[src/rtl/selective_repeat_sender_window_assert.svh]
// assertion macros for the selective-repeat sender window
// expects a clock i_clk and an active-low reset i_rst_n in the using scope
`ifndef SELECTIVE_REPEAT_SENDER_WINDOW_ASSERT_SVH
`define SELECTIVE_REPEAT_SENDER_WINDOW_ASSERT_SVH

// same-cycle implication, checked out of reset
`define SRSW_ASSERT_NOW(lbl, ante, cons, msg) \
    lbl: assert property (@(posedge i_clk) disable iff (!i_rst_n) (ante) |-> (cons)) \
        else $error(msg);

// next-cycle implication, checked out of reset
`define SRSW_ASSERT_NEXT(lbl, ante, cons, msg) \
    lbl: assert property (@(posedge i_clk) disable iff (!i_rst_n) (ante) |=> (cons)) \
        else $error(msg);

`endif

[src/rtl/srsw_pkg.sv]
// shared types, constants and helpers for the selective-repeat sender window
// no dependencies
`timescale 1ns / 1ps

package srsw_pkg;

    localparam int WINDOW_DEPTH = 16;
    localparam int SEQ_W        = 8;
    localparam int SLOT_W       = 6;
    localparam int CELL_W       = $clog2(WINDOW_DEPTH);
    localparam int CNT_W        = $clog2(WINDOW_DEPTH + 1);
    localparam int KIND_W       = 3;
    localparam int MODE_W       = 2;

    localparam logic [SLOT_W-1:0] OFFSET_RESET = SLOT_W'(10);

    typedef logic [SEQ_W-1:0]  t_seq;
    typedef logic [SLOT_W-1:0] t_slot;
    typedef logic [CELL_W-1:0] t_cell;

    typedef enum logic [1:0] {
        ST_EMPTY = 2'd0,
        ST_SENT  = 2'd1,
        ST_ACKED = 2'd2
    } t_status;

    typedef enum logic [MODE_W-1:0] {
        MODE_NEW    = 2'd0,
        MODE_RESEND = 2'd1,
        MODE_ACK    = 2'd2,
        MODE_TICK   = 2'd3
    } t_mode;

    typedef enum logic [KIND_W-1:0] {
        KIND_SEND_OK    = 3'd0,
        KIND_ACK_OK     = 3'd1,
        KIND_ACK_IGN    = 3'd2,
        KIND_RESEND_REQ = 3'd3,
        KIND_TICK_DONE  = 3'd4
    } t_kind;

    // one cell memory entry
    typedef struct packed {
        t_seq  seq;
        t_slot slot;
    } t_entry;

    // status and timer-flag updates for one cycle
    typedef struct packed {
        logic  sent_en;
        t_cell sent_cell;
        logic  ack_en;
        t_cell ack_cell;
        logic  empty_en;
        t_cell empty_cell;
        logic  tv_clr_en;
        t_cell tv_clr_cell;
    } t_stat_upd;

    // window cell of a sequence number (depth is a power of two)
    function automatic t_cell cell_of(input t_seq s);
        return s[CELL_W-1:0];
    endfunction

endpackage

[src/rtl/srsw_cell_mem.sv]
// cell memory: stored sequence number and armed wheel slot per window cell
// depends on srsw_pkg; one write port, one read port with registered data
`timescale 1ns / 1ps

module srsw_cell_mem
    import srsw_pkg::*;
(
    input  logic   i_clk,
    input  logic   i_wr_en,
    input  t_cell  i_wr_addr,
    input  t_entry i_wr_data,
    input  t_cell  i_rd_addr,
    output t_entry o_rd_data
);

    t_entry r_mem [WINDOW_DEPTH];
    t_entry r_rd_data;

    always_ff @(posedge i_clk) begin
        if (i_wr_en) begin
            r_mem[i_wr_addr] <= i_wr_data;
        end
    end

    always_ff @(posedge i_clk) begin
        r_rd_data <= r_mem[i_rd_addr];
    end

    assign o_rd_data = r_rd_data;

endmodule

[src/rtl/srsw_status.sv]
// per-cell status and timer-armed flags, cleared by reset
// depends on srsw_pkg; updated through a t_stat_upd bundle
`timescale 1ns / 1ps

module srsw_status
    import srsw_pkg::*;
(
    input  logic                    i_clk,
    input  logic                    i_rst_n,
    input  t_stat_upd               i_upd,
    output t_status                 o_status [WINDOW_DEPTH],
    output logic [WINDOW_DEPTH-1:0] o_tv
);

    t_status                 r_status [WINDOW_DEPTH];
    logic [WINDOW_DEPTH-1:0] r_tv;

    always_ff @(posedge i_clk) begin
        if (!i_rst_n) begin
            for (int i = 0; i < WINDOW_DEPTH; i++) begin
                r_status[i] <= ST_EMPTY;
            end
            r_tv <= '0;
        end else begin
            if (i_upd.sent_en) begin
                r_status[i_upd.sent_cell] <= ST_SENT;
                r_tv[i_upd.sent_cell]     <= 1'b1;
            end
            if (i_upd.ack_en) begin
                r_status[i_upd.ack_cell] <= ST_ACKED;
            end
            if (i_upd.empty_en) begin
                r_status[i_upd.empty_cell] <= ST_EMPTY;
            end
            if (i_upd.tv_clr_en) begin
                r_tv[i_upd.tv_clr_cell] <= 1'b0;
            end
        end
    end

    assign o_status = r_status;
    assign o_tv     = r_tv;

endmodule

[src/rtl/selective_repeat_sender_window.sv]
// selective-repeat sender window with timer wheel, one item at a time, taken only in S_IDLE
// send goes through S_SEND and an ignored ack through S_ACK_OUT to the registered result;
// an accepted ack runs S_ACK_CHK, S_ACK_SLIDE (base slides over 0 to 16 cells) and S_ACK_OUT;
// a tick runs S_TICK_SCAN (16-cell scan), then the done beat in S_TICK_DONE; a result waits
// while the consumer stalls; the block takes no new item until the last one is done
// sync active-low reset empties cells, disarms timers, zeroes counters, offset 10; no mem clear
`timescale 1ns / 1ps

`include "selective_repeat_sender_window_assert.svh"

module selective_repeat_sender_window
    import srsw_pkg::*;
(
    input  logic              i_clk,
    input  logic              i_rst_n,
    // configuration: timeout_offset
    input  logic              i_cfg_wr_en,
    input  logic [SLOT_W-1:0] i_cfg_wr_data,
    // input channel
    input  logic              i_valid,
    output logic              o_ready,
    input  logic [MODE_W-1:0] i_mode,
    input  logic [SEQ_W-1:0]  i_seq_num,
    // output channel
    output logic              o_valid,
    input  logic              i_ready,
    output logic [KIND_W-1:0] o_kind,
    output logic [SEQ_W-1:0]  o_out_seq,
    output logic [SEQ_W-1:0]  o_send_base_now,
    output logic [SEQ_W-1:0]  o_next_seq_now,
    output logic              o_last
);

    // sequencer states, one-hot
    typedef enum logic [6:0] {
        S_IDLE      = 7'b0000001,
        S_SEND      = 7'b0000010,
        S_ACK_CHK   = 7'b0000100,
        S_ACK_SLIDE = 7'b0001000,
        S_ACK_OUT   = 7'b0010000,
        S_TICK_SCAN = 7'b0100000,
        S_TICK_DONE = 7'b1000000
    } t_state;

    t_state r_state, n_state;

    // item being worked on
    t_mode  r_mode, n_mode;
    t_seq   r_seq, n_seq;
    logic   r_ack_ok, n_ack_ok;
    // cell address: ack target or scan index; the memory reads at its next value,
    // so the registered read data always belongs to r_addr
    t_cell  r_addr, n_addr;
    logic [CNT_W-1:0] r_cnt, n_cnt;

    // window and wheel state
    t_seq   r_base, n_base;
    t_seq   r_next, n_next;
    t_slot  r_cur, n_cur;
    t_slot  r_offset;

    // output register
    logic   r_o_valid;
    t_kind  r_o_kind;
    t_seq   r_o_seq;
    t_seq   r_o_base;
    t_seq   r_o_next;
    logic   r_o_last;

    // per-beat load of the output register
    logic   ld;
    t_kind  ld_kind;
    t_seq   ld_seq;
    logic   ld_last;

    logic      out_free;
    t_slot     arm_pos;
    t_cell     in_cell;
    t_cell     base_cell;
    logic      scan_hit;
    t_status   st_in;

    t_stat_upd upd;
    logic      mem_we;
    t_entry    mem_wdata;
    t_entry    mem_rdata;
    t_status   status [WINDOW_DEPTH];
    logic [WINDOW_DEPTH-1:0] tv;

    // ---------------------------------------------------------------
    // state stores
    // ---------------------------------------------------------------
    srsw_cell_mem u_cell_mem (
        .i_clk     (i_clk),
        .i_wr_en   (mem_we),
        .i_wr_addr (r_addr),
        .i_wr_data (mem_wdata),
        .i_rd_addr (n_addr),
        .o_rd_data (mem_rdata)
    );

    srsw_status u_status (
        .i_clk    (i_clk),
        .i_rst_n  (i_rst_n),
        .i_upd    (upd),
        .o_status (status),
        .o_tv     (tv)
    );

    // ---------------------------------------------------------------
    // helpers
    // ---------------------------------------------------------------
    // output register can take a beat if empty or being drained now
    assign out_free  = !r_o_valid || i_ready;
    // slot a send would arm right now, wraps with the wheel
    assign arm_pos   = r_cur + r_offset;
    assign in_cell   = cell_of(i_seq_num);
    assign base_cell = cell_of(r_base);
    assign st_in     = status[in_cell];
    // armed timer whose slot matches the current wheel position
    assign scan_hit  = tv[r_addr] && (mem_rdata.slot == r_cur);
    assign mem_wdata = '{seq: r_seq, slot: arm_pos};

    assign o_ready = (r_state == S_IDLE);

    // ---------------------------------------------------------------
    // sequencer
    // ---------------------------------------------------------------
    always_comb begin
        n_state  = r_state;
        n_mode   = r_mode;
        n_seq    = r_seq;
        n_ack_ok = r_ack_ok;
        n_addr   = r_addr;
        n_cnt    = r_cnt;
        n_base   = r_base;
        n_next   = r_next;
        n_cur    = r_cur;
        upd      = '0;
        mem_we   = 1'b0;
        ld       = 1'b0;
        ld_kind  = KIND_TICK_DONE;
        ld_seq   = '0;
        ld_last  = 1'b1;

        unique case (r_state)
            S_IDLE: begin
                if (i_valid) begin
                    n_mode = t_mode'(i_mode);
                    n_seq  = i_seq_num;
                    n_addr = in_cell;
                    unique case (t_mode'(i_mode))
                        MODE_NEW, MODE_RESEND: begin
                            n_state = S_SEND;
                        end
                        MODE_ACK: begin
                            // only an outstanding cell is acknowledged
                            n_ack_ok = (st_in != ST_EMPTY) && (st_in != ST_ACKED);
                            n_state  = ((st_in != ST_EMPTY) && (st_in != ST_ACKED)) ?
                                       S_ACK_CHK : S_ACK_OUT;
                        end
                        MODE_TICK: begin
                            n_addr  = '0;
                            n_state = S_TICK_SCAN;
                        end
                        default: begin
                            n_state = S_IDLE;
                        end
                    endcase
                end
            end

            // write the cell, arm its timer and report in one go
            S_SEND: begin
                if (out_free) begin
                    mem_we        = 1'b1;
                    upd.sent_en   = 1'b1;
                    upd.sent_cell = r_addr;
                    if (r_mode == MODE_NEW) begin
                        n_next = r_next + SEQ_W'(1);
                    end
                    ld      = 1'b1;
                    ld_kind = KIND_SEND_OK;
                    ld_seq  = r_seq;
                    n_state = S_IDLE;
                end
            end

            // slot of the acked cell is in from memory: mark acked, cancel
            // the timer unless it sits at the current arm position
            S_ACK_CHK: begin
                upd.ack_en   = 1'b1;
                upd.ack_cell = r_addr;
                if (arm_pos != mem_rdata.slot) begin
                    upd.tv_clr_en   = 1'b1;
                    upd.tv_clr_cell = r_addr;
                end
                n_cnt   = '0;
                n_state = S_ACK_SLIDE;
            end

            // one cell per cycle, at most a full window
            S_ACK_SLIDE: begin
                if ((r_cnt != CNT_W'(WINDOW_DEPTH)) && (status[base_cell] == ST_ACKED)) begin
                    upd.empty_en   = 1'b1;
                    upd.empty_cell = base_cell;
                    n_base         = r_base + SEQ_W'(1);
                    n_cnt          = r_cnt + CNT_W'(1);
                end else begin
                    n_state = S_ACK_OUT;
                end
            end

            S_ACK_OUT: begin
                if (out_free) begin
                    ld      = 1'b1;
                    ld_kind = r_ack_ok ? KIND_ACK_OK : KIND_ACK_IGN;
                    ld_seq  = r_seq;
                    n_state = S_IDLE;
                end
            end

            // scan cells in ascending order; a hit waits for a free output beat
            S_TICK_SCAN: begin
                if (!scan_hit || out_free) begin
                    if (scan_hit) begin
                        ld              = 1'b1;
                        ld_kind         = KIND_RESEND_REQ;
                        ld_seq          = mem_rdata.seq;
                        ld_last         = 1'b0;
                        upd.tv_clr_en   = 1'b1;
                        upd.tv_clr_cell = r_addr;
                    end
                    if (r_addr == CELL_W'(WINDOW_DEPTH - 1)) begin
                        n_state = S_TICK_DONE;
                    end else begin
                        n_addr = r_addr + CELL_W'(1);
                    end
                end
            end

            S_TICK_DONE: begin
                if (out_free) begin
                    ld      = 1'b1;
                    ld_kind = KIND_TICK_DONE;
                    ld_seq  = '0;
                    n_cur   = r_cur + SLOT_W'(1);
                    n_state = S_IDLE;
                end
            end

            default: begin
                n_state = S_IDLE;
            end
        endcase
    end

    // ---------------------------------------------------------------
    // registers
    // ---------------------------------------------------------------
    always_ff @(posedge i_clk) begin
        if (!i_rst_n) begin
            r_state  <= S_IDLE;
            r_base   <= '0;
            r_next   <= '0;
            r_cur    <= '0;
            r_offset <= OFFSET_RESET;
            r_addr   <= '0;
            r_cnt    <= '0;
        end else begin
            r_state <= n_state;
            r_base  <= n_base;
            r_next  <= n_next;
            r_cur   <= n_cur;
            r_addr  <= n_addr;
            r_cnt   <= n_cnt;
            if (i_cfg_wr_en) begin
                r_offset <= i_cfg_wr_data;
            end
        end
    end

    // item payload, no reset needed
    always_ff @(posedge i_clk) begin
        r_mode   <= n_mode;
        r_seq    <= n_seq;
        r_ack_ok <= n_ack_ok;
    end

    // output register: holds a beat until the consumer takes it
    always_ff @(posedge i_clk) begin
        if (!i_rst_n) begin
            r_o_valid <= 1'b0;
        end else if (ld) begin
            r_o_valid <= 1'b1;
        end else if (i_ready) begin
            r_o_valid <= 1'b0;
        end
    end

    always_ff @(posedge i_clk) begin
        if (ld) begin
            r_o_kind <= ld_kind;
            r_o_seq  <= ld_seq;
            r_o_base <= n_base;
            r_o_next <= n_next;
            r_o_last <= ld_last;
        end
    end

    assign o_valid         = r_o_valid;
    assign o_kind          = r_o_kind;
    assign o_out_seq       = r_o_seq;
    assign o_send_base_now = r_o_base;
    assign o_next_seq_now  = r_o_next;
    assign o_last          = r_o_last;

    // ---------------------------------------------------------------
    // assertions
    // ---------------------------------------------------------------
    // a new item never enters while a non-final beat of the last one is pending
    `SRSW_ASSERT_NOW(a_no_accept_mid_item, i_valid && o_ready, !(o_valid && !o_last), "accepted while a non-final beat waits")
    // tick-done always closes its item, retransmit requests never do
    `SRSW_ASSERT_NOW(a_last_matches_kind, o_valid, (o_last == (o_kind != KIND_RESEND_REQ)), "last flag does not match result kind")
    // the base slide never runs past one window
    `SRSW_ASSERT_NOW(a_slide_bounded, r_state == S_ACK_SLIDE, r_cnt <= CNT_W'(WINDOW_DEPTH), "send base slid past a full window")
    // a completed tick moves the wheel by one slot
    `SRSW_ASSERT_NEXT(a_wheel_step, (r_state == S_TICK_DONE) && out_free, r_cur == $past(r_cur) + SLOT_W'(1), "wheel did not advance after tick")

endmodule

[config.mk]
export PLATFORM = sky130hd
export DESIGN_NAME = selective_repeat_sender_window
export DESIGN_NICKNAME = d
export VERILOG_FILES = /design/src/rtl/srsw_pkg.sv /design/src/rtl/srsw_cell_mem.sv /design/src/rtl/srsw_status.sv /design/src/rtl/selective_repeat_sender_window.sv
export VERILOG_INCLUDE_DIRS = /design/src /design/src/rtl
export SDC_FILE = /design/constraint.sdc
export NUM_CORES = 1
export LEC_CHECK = 0
export BUFFER_PORTS_ARGS = -buffer_cell sky130_fd_sc_hd__buf_2
export CAP_MARGIN = 5
export CORE_MARGIN = 4
export CORE_UTILIZATION = 35
export CTS_BUF_LIST = sky130_fd_sc_hd__clkbuf_4
export CTS_CLUSTER_DIAMETER = 120
export CTS_CLUSTER_SIZE = 14
export DETAILED_ROUTE_END_ITERATION = 7
export SLEW_MARGIN = 10
export SYNTH_ARGS = -nofsm -noshare
export SYNTH_HDL_FRONTEND = slang
export SYNTH_SLANG_ARGS = --single-unit
export TNS_END_PERCENT = 10
[constraint.sdc]
create_clock -name i_clk -period 9.2 [get_ports i_clk]
set_input_delay 1.84 -clock i_clk [delete_from_list [all_inputs] [get_ports i_clk]]
set_output_delay 1.84 -clock i_clk [all_outputs]
set_load 0.05 [all_outputs]
==> results of run 1 <==
-- critical path, stage by stage, from the launching register on --
cell and delay [ps]:
dfxtp_1 950, mux2i_1 200, a22oi_1 240, nand3_1 220
a2111oi_4 650, or4_4 450, and2_4 730, buf_4 700
mux2_2 400, o22ai_1 210, nor4_2 90
-- area by class of cell --
cell class	count	area (µm²)
Timing Repair Buffer	61	332.8
Clock inverter	1	8.758
Fill cell	4253	27390
Inverter	44	165.2
Antenna cell	1	2.502
Sequential cell	370	10040
Multi-Input combinational cell	707	5129
Clock buffer	55	412.9
Tap cell	592	740.7
-- per-layer routing --
metal  share of wire  global-route usage
met5               0                   0
met4           0.021             0.03328
met3           0.062             0.02714
met2            0.46              0.2378
met1            0.46              0.2199
-- power by group through the flow --
stage	clock network [W]	registers, W	logic (W)
2_1_floorplan	0	0.00206	0.000743
3_3_place_gp	0	0.00206	0.000958
3_5_place_dp	0	0.00206	0.000974
4_1_cts	0.000806	0.00203	0.000976
5_1_grt	0.000873	0.00204	0.00105
6_report	0.000779	0.00203	0.000977
-- metrics by stage --
stage          setup WS [ps]  hold WS (ps)  utilization  area (µm²)
4_1_cts                 4168         484.3       0.3805       16820
6_report                4163         486.3       0.3806       16830
2_1_floorplan           5237         445.5            -       15630
3_3_place_gp            3738         459.9       0.3709       16400
3_5_place_dp            3606         463.6       0.3709       16400
5_1_grt                 3874         499.9       0.3806       16830
-- worst min path at each step --
stage / endpoint / startpoint / slack (ps) / cells past startpoint
finish: u_status.o_status[7] / u_status.o_status[7] / 490 / 2
floorplan: u_status.o_tv[15] / u_status.o_tv[15] / 450 / 2
global placement: u_status.o_status[27] / u_status.o_status[27] / 460 / 2
global route: u_status.o_status[15] / u_status.o_status[15] / 500 / 2
CTS: u_status.o_status[15] / u_status.o_status[15] / 480 / 2
detailed placement: u_status.o_status[15] / u_status.o_status[15] / 460 / 2
-- registers in the layout, indices dropped and copies added, names as in the netlist, 7 cells and up --
signal and count:
u_cell_mem.r_mem 224, u_status.o_status 32, u_status.o_tv 16, u_cell_mem.o_rd_data 14, o_next_seq_now 8, o_out_seq 8, o_send_base_now 8, r_base 8
r_next 8, r_seq 8, r_state 7
-- cells by family (layout without fill, tap and decap cells) --
group	count (synthesis)	count (layout)	synth area share
mux	110	110	0.08219
fa+ha+maj	16	16	0.01329
buf+inv	104	161	0.03145
compound gates	222	222	0.09468
simple gates	321	321	0.1149
other cells	0	1	0
xor+xnor	38	38	0.02129
flops	370	370	0.6422
-- placed cells by master, fill, tap and decap left out, drive strengths merged, types with 3 or more instances in the layout --
cell and instances:
a22o 7, a211oi 4, nor2 71, nor4 18
or3 5, and2 36, o21ai 45, xnor2 16
o22ai 42, clkbuf 55, a21oi 60, or2 4
nand3b 9, mux2i 17, inv 45, ha 15
o211ai 29, nand2b 23, nor3 27, mux2 87
a221oi 3, xor2 22, nand2 47, nand4 8
dfxtp 107, o21a 4, a32oi 7, buf 61
nand3 41, edfxtp 263, nor2b 6, and3 17
mux4 6
==> results.md, run 1 <==
* Status: finished clean
* Post-synth top cells: edfxtp_1 (263), dfxtp_1 (107), mux2_2 (78)
* Post-Syn Nets at 1218
* Pins Over Slew Limit at 0
* Mapped Avg Cell Area at 13.24 µm²
* Largest net degree at the start of global routing at 60
* Total track usage at 0.1515
* Worst slew pin tran at 1133 ps
* Pint at 0.002553 W
* Fin nets at 1251
* CTS Buf Count at 30
* Crit path to: u_cell_mem.o_rd_data[13]
* RSZ-0062 raised after global routing: no
* Layout Skew at 25.68 ps
* Final TNS setup at 0 ps
* Switching power at 0.001229 W
* DRT Pass-1 Iters at 5
* Vias per inst at 5.239
* DP Wirelength at 23240 µm
* 1st-iter DRT viols at 798
* Clock transition at path regs at 140 ps
* CP endpoint kind: flop
* Max_slew headroom at 0.2433
* Reg-to-Reg End: u_cell_mem.o_rd_data[13]
* Post-DRT Antenna Nets at 0
* Antenna violations before repair at 1
* Dominant synthesized flop cell: edfxtp_1
* Sw frac at 0.3250
* Combinational share of power at 0.258
* H-tree depth at 1
* Setup Fix Bufs, Post-CTS at 0
* Final Wtd Congestion at 0.7773
* Yosys reg bits at 370
* Final Setup Violations at 0
* Synth top area cells: edfxtp_1 (51%), dfxtp_1 (14%), mux2_2 (5.6%)
* Clock sink count at 370
* Synth warn at 0
* Fin crit share at 0.5475
* Clk root buf: clkbuf_4
* Max clock buf depth at 3
* Layout Cells excl Fill at 1831
* Wire per inst at 20.28 µm
* Crit path time final at 5037 ps
* Post-Syn Area at 15630 µm²
* Overall die area at 48110 µm²
* # rows at 77
* Reg power frac at 0.536
* Final hold vios at 0
* Clock power frac at 0.206
* Critical Path RT at 9860 ps
* Hold crit path type: reg2reg
* Synth unique cells at 73
* Tot Pwr at 0.003782 W
* Critical path class: reg2reg
* Inst Count DP at 1774
* Maximum VDD drop at 0.0001209 V
* Port bufs at 50
* FMAX at 198.5 MHz
* Asr flop ratio synth at 0
* Io pins at 51
* Residual DRC count at 0
* Startpoint types: flop
* Post-synth top area cell: edfxtp_1
* R2r startpoint: r_addr[1]
* Reg2reg setup slack at 4160 ps
* Post-synth EDFFs at 263
* Top-count cell post-synth: edfxtp_1
* First-pass GRT wire length at 56190 µm
* GRT overflow at 0
* Core Area at 44220 µm²
* R2R depth at 10
* Vias in the first global route at 9384
* WP data arrival at 5700 ps
* LEAKAGE at 5.611 nW
* Maxcap violations at 0
* Die Ht at 219.3 µm
* Vias at 9592
* Die width at 219.3 µm
* Synth top area share at 0.5052
* CTS tree: done
* Post-CTS Hold Buffers at 0
* Initial Util at 0.3535
* Crit Path Max Fanout at 59
* Cell Pwr Density at 224.7 nW/µm²
* Seq/Total Area, Yosys at 0.6422
* Clk_lat worst skew at 790 ps
* Share of post-route cells with drive strength above 1 at 0.1947
* CP Launch Point: r_addr[1]
* Post-cts resize count at 0
* Total routed wirelength at 37130 µm
* Gate count after technology mapping at 1181
* Syn-to-layout area delta at 7.659%
No activity file was read; power rests on OpenSTA's default activity.
==> run 2, diff against run 1 <==
- ABC_AREA: not set -> 1
- clock period: 9.2 -> 4.5 ns (I/O delays scaled with it)
==> run 2 against run 1 <==
Compared with the run above:
- clock skew rose by 43 ps
- sequential cell count stayed put
- fmax rose by 40%
- first-iteration DRC count rose by 37%
- via count rose by 30%
- sequential share of layout area down 3.7 points
- largest cell class unchanged
==> results.md, run 2 <==
* Tot Pwr at 0.008008 W
* Post-CTS Hold Buffers at 0
* Synth unique cells at 48
* Asr flop ratio synth at 0
* Post-Syn Nets at 1790
* Largest net degree at the start of global routing at 99
* Synth top area cells: edfxtp_1 (47%), dfxtp_1 (13%), nand2_1 (8.8%)
* Maxcap violations at 0
* Share of post-route cells with drive strength above 1 at 0.09610
* Clk_lat worst skew at 830 ps
* WP data arrival at 4330 ps
* R2R depth at 16
* DRT Pass-1 Iters at 5
* CTS Buf Count at 30
* Die Ht at 226.0 µm
* Post-place setup slack at 911.6 ps
* Total routed wirelength at 44170 µm
* Startpoint types: flop
* Fin worst setup slack at 908.1 ps
* Hold EP: r_seq[5]
* Layout Cells excl Fill at 2429
* First-pass GRT wire length at 68280 µm
* Final Setup Violations at 0
* Synth top area share at 0.4748
* RSZ-0062 raised after global routing: no
* # rows at 79
* Gate count after technology mapping at 1753
* Hold path start: i_seq_num[5]
* Most common cell after layout, fill and taps aside: nand2_1
* Dominant synthesized flop cell: edfxtp_1
* Syn-to-layout area delta at 7.935%
* Post-DRT Antenna Nets at 0
* Seq/Total Area, Yosys at 0.6035
* Yosys reg bits at 370
* Crit path time final at 3592 ps
* Reg-to-Reg End: u_cell_mem.o_rd_data[1]
* Final hold vios at 0
* Post-cts resize count at 0
* Worst slew pin tran at 1203 ps
* Wire per inst at 18.18 µm
* Critical Path RT at 5240 ps
* Status: finished clean
* LEAKAGE at 7.101 nW
* Post-synth top cells: nand2_1 (391), edfxtp_1 (263), nand3_1 (252)
* Critical path class: reg2reg
* Layout Skew at 68.98 ps
* Clock transition at path regs at 150 ps
* Clk root buf: clkbuf_4
* Post-Syn Area at 16630 µm²
* Final Wtd Congestion at 0.8529
* Post-synth EDFFs at 263
* Most frequent cells in the layout: nand2_1 (391), edfxtp_1 (263), nand3_1 (252)
* Hold crit path type: in2reg
* Maximum VDD drop at 0.0002526 V
* CP endpoint kind: flop
* Vias per inst at 5.124
* GRT overflow at 0
* Cell Pwr Density at 446.0 nW/µm²
* Io pins at 51
* Fin crit share at 0.7982
* Worst hold stages at 1
* Final TNS setup at 0 ps
* Overall die area at 51080 µm²
* Antenna violations before repair at 1
* Pins Over Slew Limit at 0
* 1st-iter DRT viols at 1096
* Reg2reg setup slack at 910 ps
* Setup Fix Bufs, Post-CTS at 0
* Top-count cell post-synth: nand2_1
* Residual DRC count at 0
* Inst Count DP at 2378
* Vias in the first global route at 11920
* Most flop-heavy register: u_cell_mem.r_mem
* Total track usage at 0.1703
* Mapped Avg Cell Area at 9.489 µm²
* Core Area at 46750 µm²
* DP Wirelength at 27340 µm
* Max reg flops at 224
* Max clock buf depth at 3
* Vias at 12450
* H-tree depth at 1
* Clock sink count at 370
* Die width at 226.0 µm
* R2r startpoint: r_addr[0]
* Max_slew headroom at 0.1981
* Fin nets at 1840
* Synth warn at 0
* FMAX at 278.4 MHz
* CTS tree: done
* Crit Path Max Fanout at 98
* Port bufs at 50
* Post-synth top area cell: edfxtp_1
* Initial Util at 0.3558
==> run 2: per-layer routing <==
metal / wire length, µm / GRT usage
met1: 19480 / 0.2397
met3: 3019 / 0.02704
met4: 1400 / 0.04890
met5: 0 / 0
met2: 20270 / 0.2741
==> run 2: metrics by stage <==
stage            util  area (µm²)  hold slack [ps]
6_report       0.3840       17950            279.4
5_1_grt        0.3840       17950            211.9
4_1_cts        0.3840       17950            203.6
3_5_place_dp   0.3759       17570            481.8
3_3_place_gp   0.3759       17570            470.7
2_1_floorplan       -       16630            432.9
==> run 2: cells by family (layout without fill, tap and decap cells) <==
kind of cell / count (synthesis) / count (layout) / synth area share
DFF: 370 / 370 / 0.6035
buffers and inverters: 300 / 368 / 0.07582
adders and majority gates: 16 / 16 / 0.01249
xor gates and xnor gates: 21 / 21 / 0.01106
other: 0 / 1 / 0
AOI/OAI and AO/OA: 140 / 140 / 0.04949
and+or+nand+nor: 906 / 906 / 0.2476
==> run 2: final cells by class <==
class | count | area [µm²]
diodes | 1 | 2.502
flip-flops and latches | 370 | 10040
well taps | 607 | 759.5
clock inverters | 2 | 17.52
fillers | 4644 | 28800
repair buffers | 95 | 588.1
inverters | 223 | 837.1
clock buffers | 48 | 360.3
multi-input cells | 1083 | 5350
==> run 2: critical path, stage by stage, from the launching register on <==
cell and delay, ps:
dfxtp_1 930, inv_2 290, nand2_1 140, nand3_1 70
nand2_1 90, nand2_1 50, nand2_1 80, inv_2 40
nand2_2 80, nand4_1 130, nand3_4 130, buf_4 850
nand3b_1 210, nand3_1 140, nand3_1 80, nand3_1 100
nand2_1 50
==> run 2: worst max-delay path by stage <==
stage                     startpoint                       end  depth (start not counted)
after detailed placement   r_addr[0]   u_cell_mem.o_rd_data[6]                         16
after global routing       r_addr[0]   u_cell_mem.o_rd_data[6]                         17
final                      r_addr[0]   u_cell_mem.o_rd_data[1]                         16
after global placement     r_addr[0]  u_cell_mem.o_rd_data[10]                         16
after CTS                  r_addr[0]   u_cell_mem.o_rd_data[6]                         16
after floorplan              i_valid  u_cell_mem.o_rd_data[10]                         13
==> run 2: power breakdown <==
part	total, W	internal (W)	switching [W]
clock network	0.00154	0.000484	0.00106
logic	0.00228	0.000635	0.00164
registers	0.00419	0.00394	0.000243
total	0.00801	0.00506	0.00295
==> run 3, diff against run 2 <==
- clock period: 4.5 -> 3 ns (I/O delays scaled with it)
==> run 3 against run 2 <==
Compared with the run above:
- hold slack got worse by 230 ps
- register-to-register slack got worse by 600 ps
- fmax rose by 34%
- total power rose by 53%
- first-iteration DRC count rose by 5.1%
- clock power rose by 54%
- critical path type unchanged
- sequential power rose by 49%
- critical endpoint is now u_status.o_tv[0]
- non-clock buffer count rose by 25
==> results.md, run 3 (synthesis results as in run 2) <==
* Status: finished clean
* Clock sink count at 370
* RSZ-0062 raised after global routing: no
* R2r startpoint: r_cur[0]
* Final hold vios at 0
* Reg-to-Reg End: u_status.o_tv[0]
* Pins Over Slew Limit at 0
* Wire per inst at 18.23 µm
* LEAKAGE at 7.283 nW
* R2R depth at 13
* H-tree depth at 1
* 1st-iter DRT viols at 1152
* Post-DRT Antenna Nets at 0
* DP Wirelength at 28050 µm
* Crit path time final at 2690 ps
* Reg2reg setup slack at 310 ps
* Cell Pwr Density at 668.6 nW/µm²
* Worst slew pin tran at 720.1 ps
* Vias per inst at 5.120
* Hold crit path type: in2reg
* Startpoint types: flop
* # rows at 79
* Most flop-heavy register: u_cell_mem.r_mem
* Port bufs at 50
* Met3 usage at 0.02561
* CTS Buf Count at 30
* Final core utilization at 0.3921
* Total track usage at 0.1718
* FILL cells at 4614
* GRT overflow at 0
* Clk root buf: clkbuf_4
* Share of post-route cells with drive strength above 1 at 0.1065
* Hold EP: r_seq[1]
* Maxcap violations at 0
* FMAX at 371.8 MHz
* Clock transition at path regs at 160 ps
* Met1 Use GR at 0.2340
* Vias in the first global route at 12310
* Clk_lat worst skew at 820 ps
* Overall die area at 51080 µm²
* Crit Path Max Fanout at 13
* Final TNS setup at 0 ps
* Fin nets at 1865
* Max_slew headroom at 0.5163
* Vias at 12580
* Final Setup Violations at 0
* Fin crit share at 0.8965
* Worst hold stages at 1
* WP data arrival at 3340 ps
* CTS tree: done
* Core Area at 46750 µm²
* Residual DRC count at 0
* Initial Util at 0.3558
* CP endpoint kind: flop
* Die Ht at 226.0 µm
* Critical path class: reg2reg
* Antenna violations before repair at 3
* Syn-to-layout area delta at 10.21%
* Most common cell after layout, fill and taps aside: nand2_1
* Max reg flops at 224
* Maximum VDD drop at 0.0003888 V
* Io pins at 51
* Critical Path RT at 3650 ps
* Die width at 226.0 µm
* Final Wtd Congestion at 0.8970
* GR peak layer: met2
* Total routed wirelength at 44810 µm
* Max clock buf depth at 3
* First-pass GRT wire length at 69600 µm
* Most frequent cells in the layout: nand2_1 (391), edfxtp_1 (263), nand3_1 (252)
* Largest net degree at the start of global routing at 99
* Met2 Use GR at 0.2853
* Inst Count DP at 2397
* Hold path start: i_seq_num[1]
* DRT Pass-1 Iters at 6
* Layout Skew at 85.40 ps
* Layout Cells excl Fill at 2458
==> run 3: cell types whose count changed in the layout (fill, tap and decap cells not counted), sizes merged <==
cell / change
buf: +19
clkbuf: +3
diode: +1
dlygate4sd3: +6
==> run 3: critical path, stage by stage (launching register included) <==
cell and delay [ps]:
dfxtp_1 400, ha_1 250, fa_1 400, a21oi_1 140, o21ai_0 110, xor2_1 240, xor2_1 160, nor3_1 50
nand3_1 70, nand2_1 50, nand2_1 300, nand2_1 170, o21ai_0 180, inv_1 60
==> run 3: power by group <==
group	total, W	internal, W	switching [W]
Combinational	0.00366	0.00109	0.00257
Clock	0.00237	0.000767	0.00161
Sequential	0.00623	0.00591	0.000315
Total	0.0123	0.00777	0.00449
==> run 3: how the worst max path moves through the flow <==
stage	startpoint	cells past startpoint	slack, ps	endpoint
after detailed placement	r_cur[0]	13	350	u_status.o_tv[0]
after global placement	r_state[3]	14	400	u_cell_mem.o_rd_data[6]
after global routing	r_cur[2]	14	20	u_status.o_tv[12]
final	r_cur[0]	13	310	u_status.o_tv[0]
after CTS	r_cur[0]	13	310	u_status.o_tv[0]
after floorplan	r_cur[0]	14	380	u_status.o_tv[3]
==> run 3: what timing repair did <==
item | 4_1_cts | 5_1_grt
hold buffers | 6 | 0
resized for setup | 0 | 0
endpoints found under the hold margin | 6 | 0
buffers inserted | 0 | 0
==> run 3: metal layers <==
| layer | vias to the layer above | part of all wire |
|---|---|---|
| met5 | - | 0.00018 |
| met3 | 86 | 0.069 |
| met2 | 445 | 0.48 |
| li1 | 6044 | - |
| met1 | 6007 | 0.42 |
| met4 | 2 | 0.033 |
==> run 3: final cells by class <==
class                           count  area [µm²]  area share
Sequential cell                   370       10040      0.5476
Multi-Input combinational cell   1083        5350      0.2918
Timing Repair Buffer              120       940.9     0.05132
Inverter                          223       837.1     0.04566
Tap cell                          607       759.5     0.04143
Clock buffer                       51       382.9     0.02088
Clock inverter                      2       17.52   0.0009555
Antenna cell                        2       5.005   0.0002730
==> run 3: through the flow <==
| step | hold slack, ps | setup slack (ps) | power (W) | instance area (µm²) |
|---|---|---|---|---|
| after floorplan | 432.9 | 380.2 | 0.008830 | 16630 |
| after global placement | 464.2 | 404.1 | 0.009954 | 17870 |
| after detailed placement | 473.2 | 349.1 | 0.009990 | 17870 |
| after CTS | 0.7385 | 310.5 | 0.01236 | 18330 |
| after global routing | 16.69 | 15.30 | 0.01297 | 18330 |
| final | 52.90 | 310.4 | 0.01226 | 18330 |
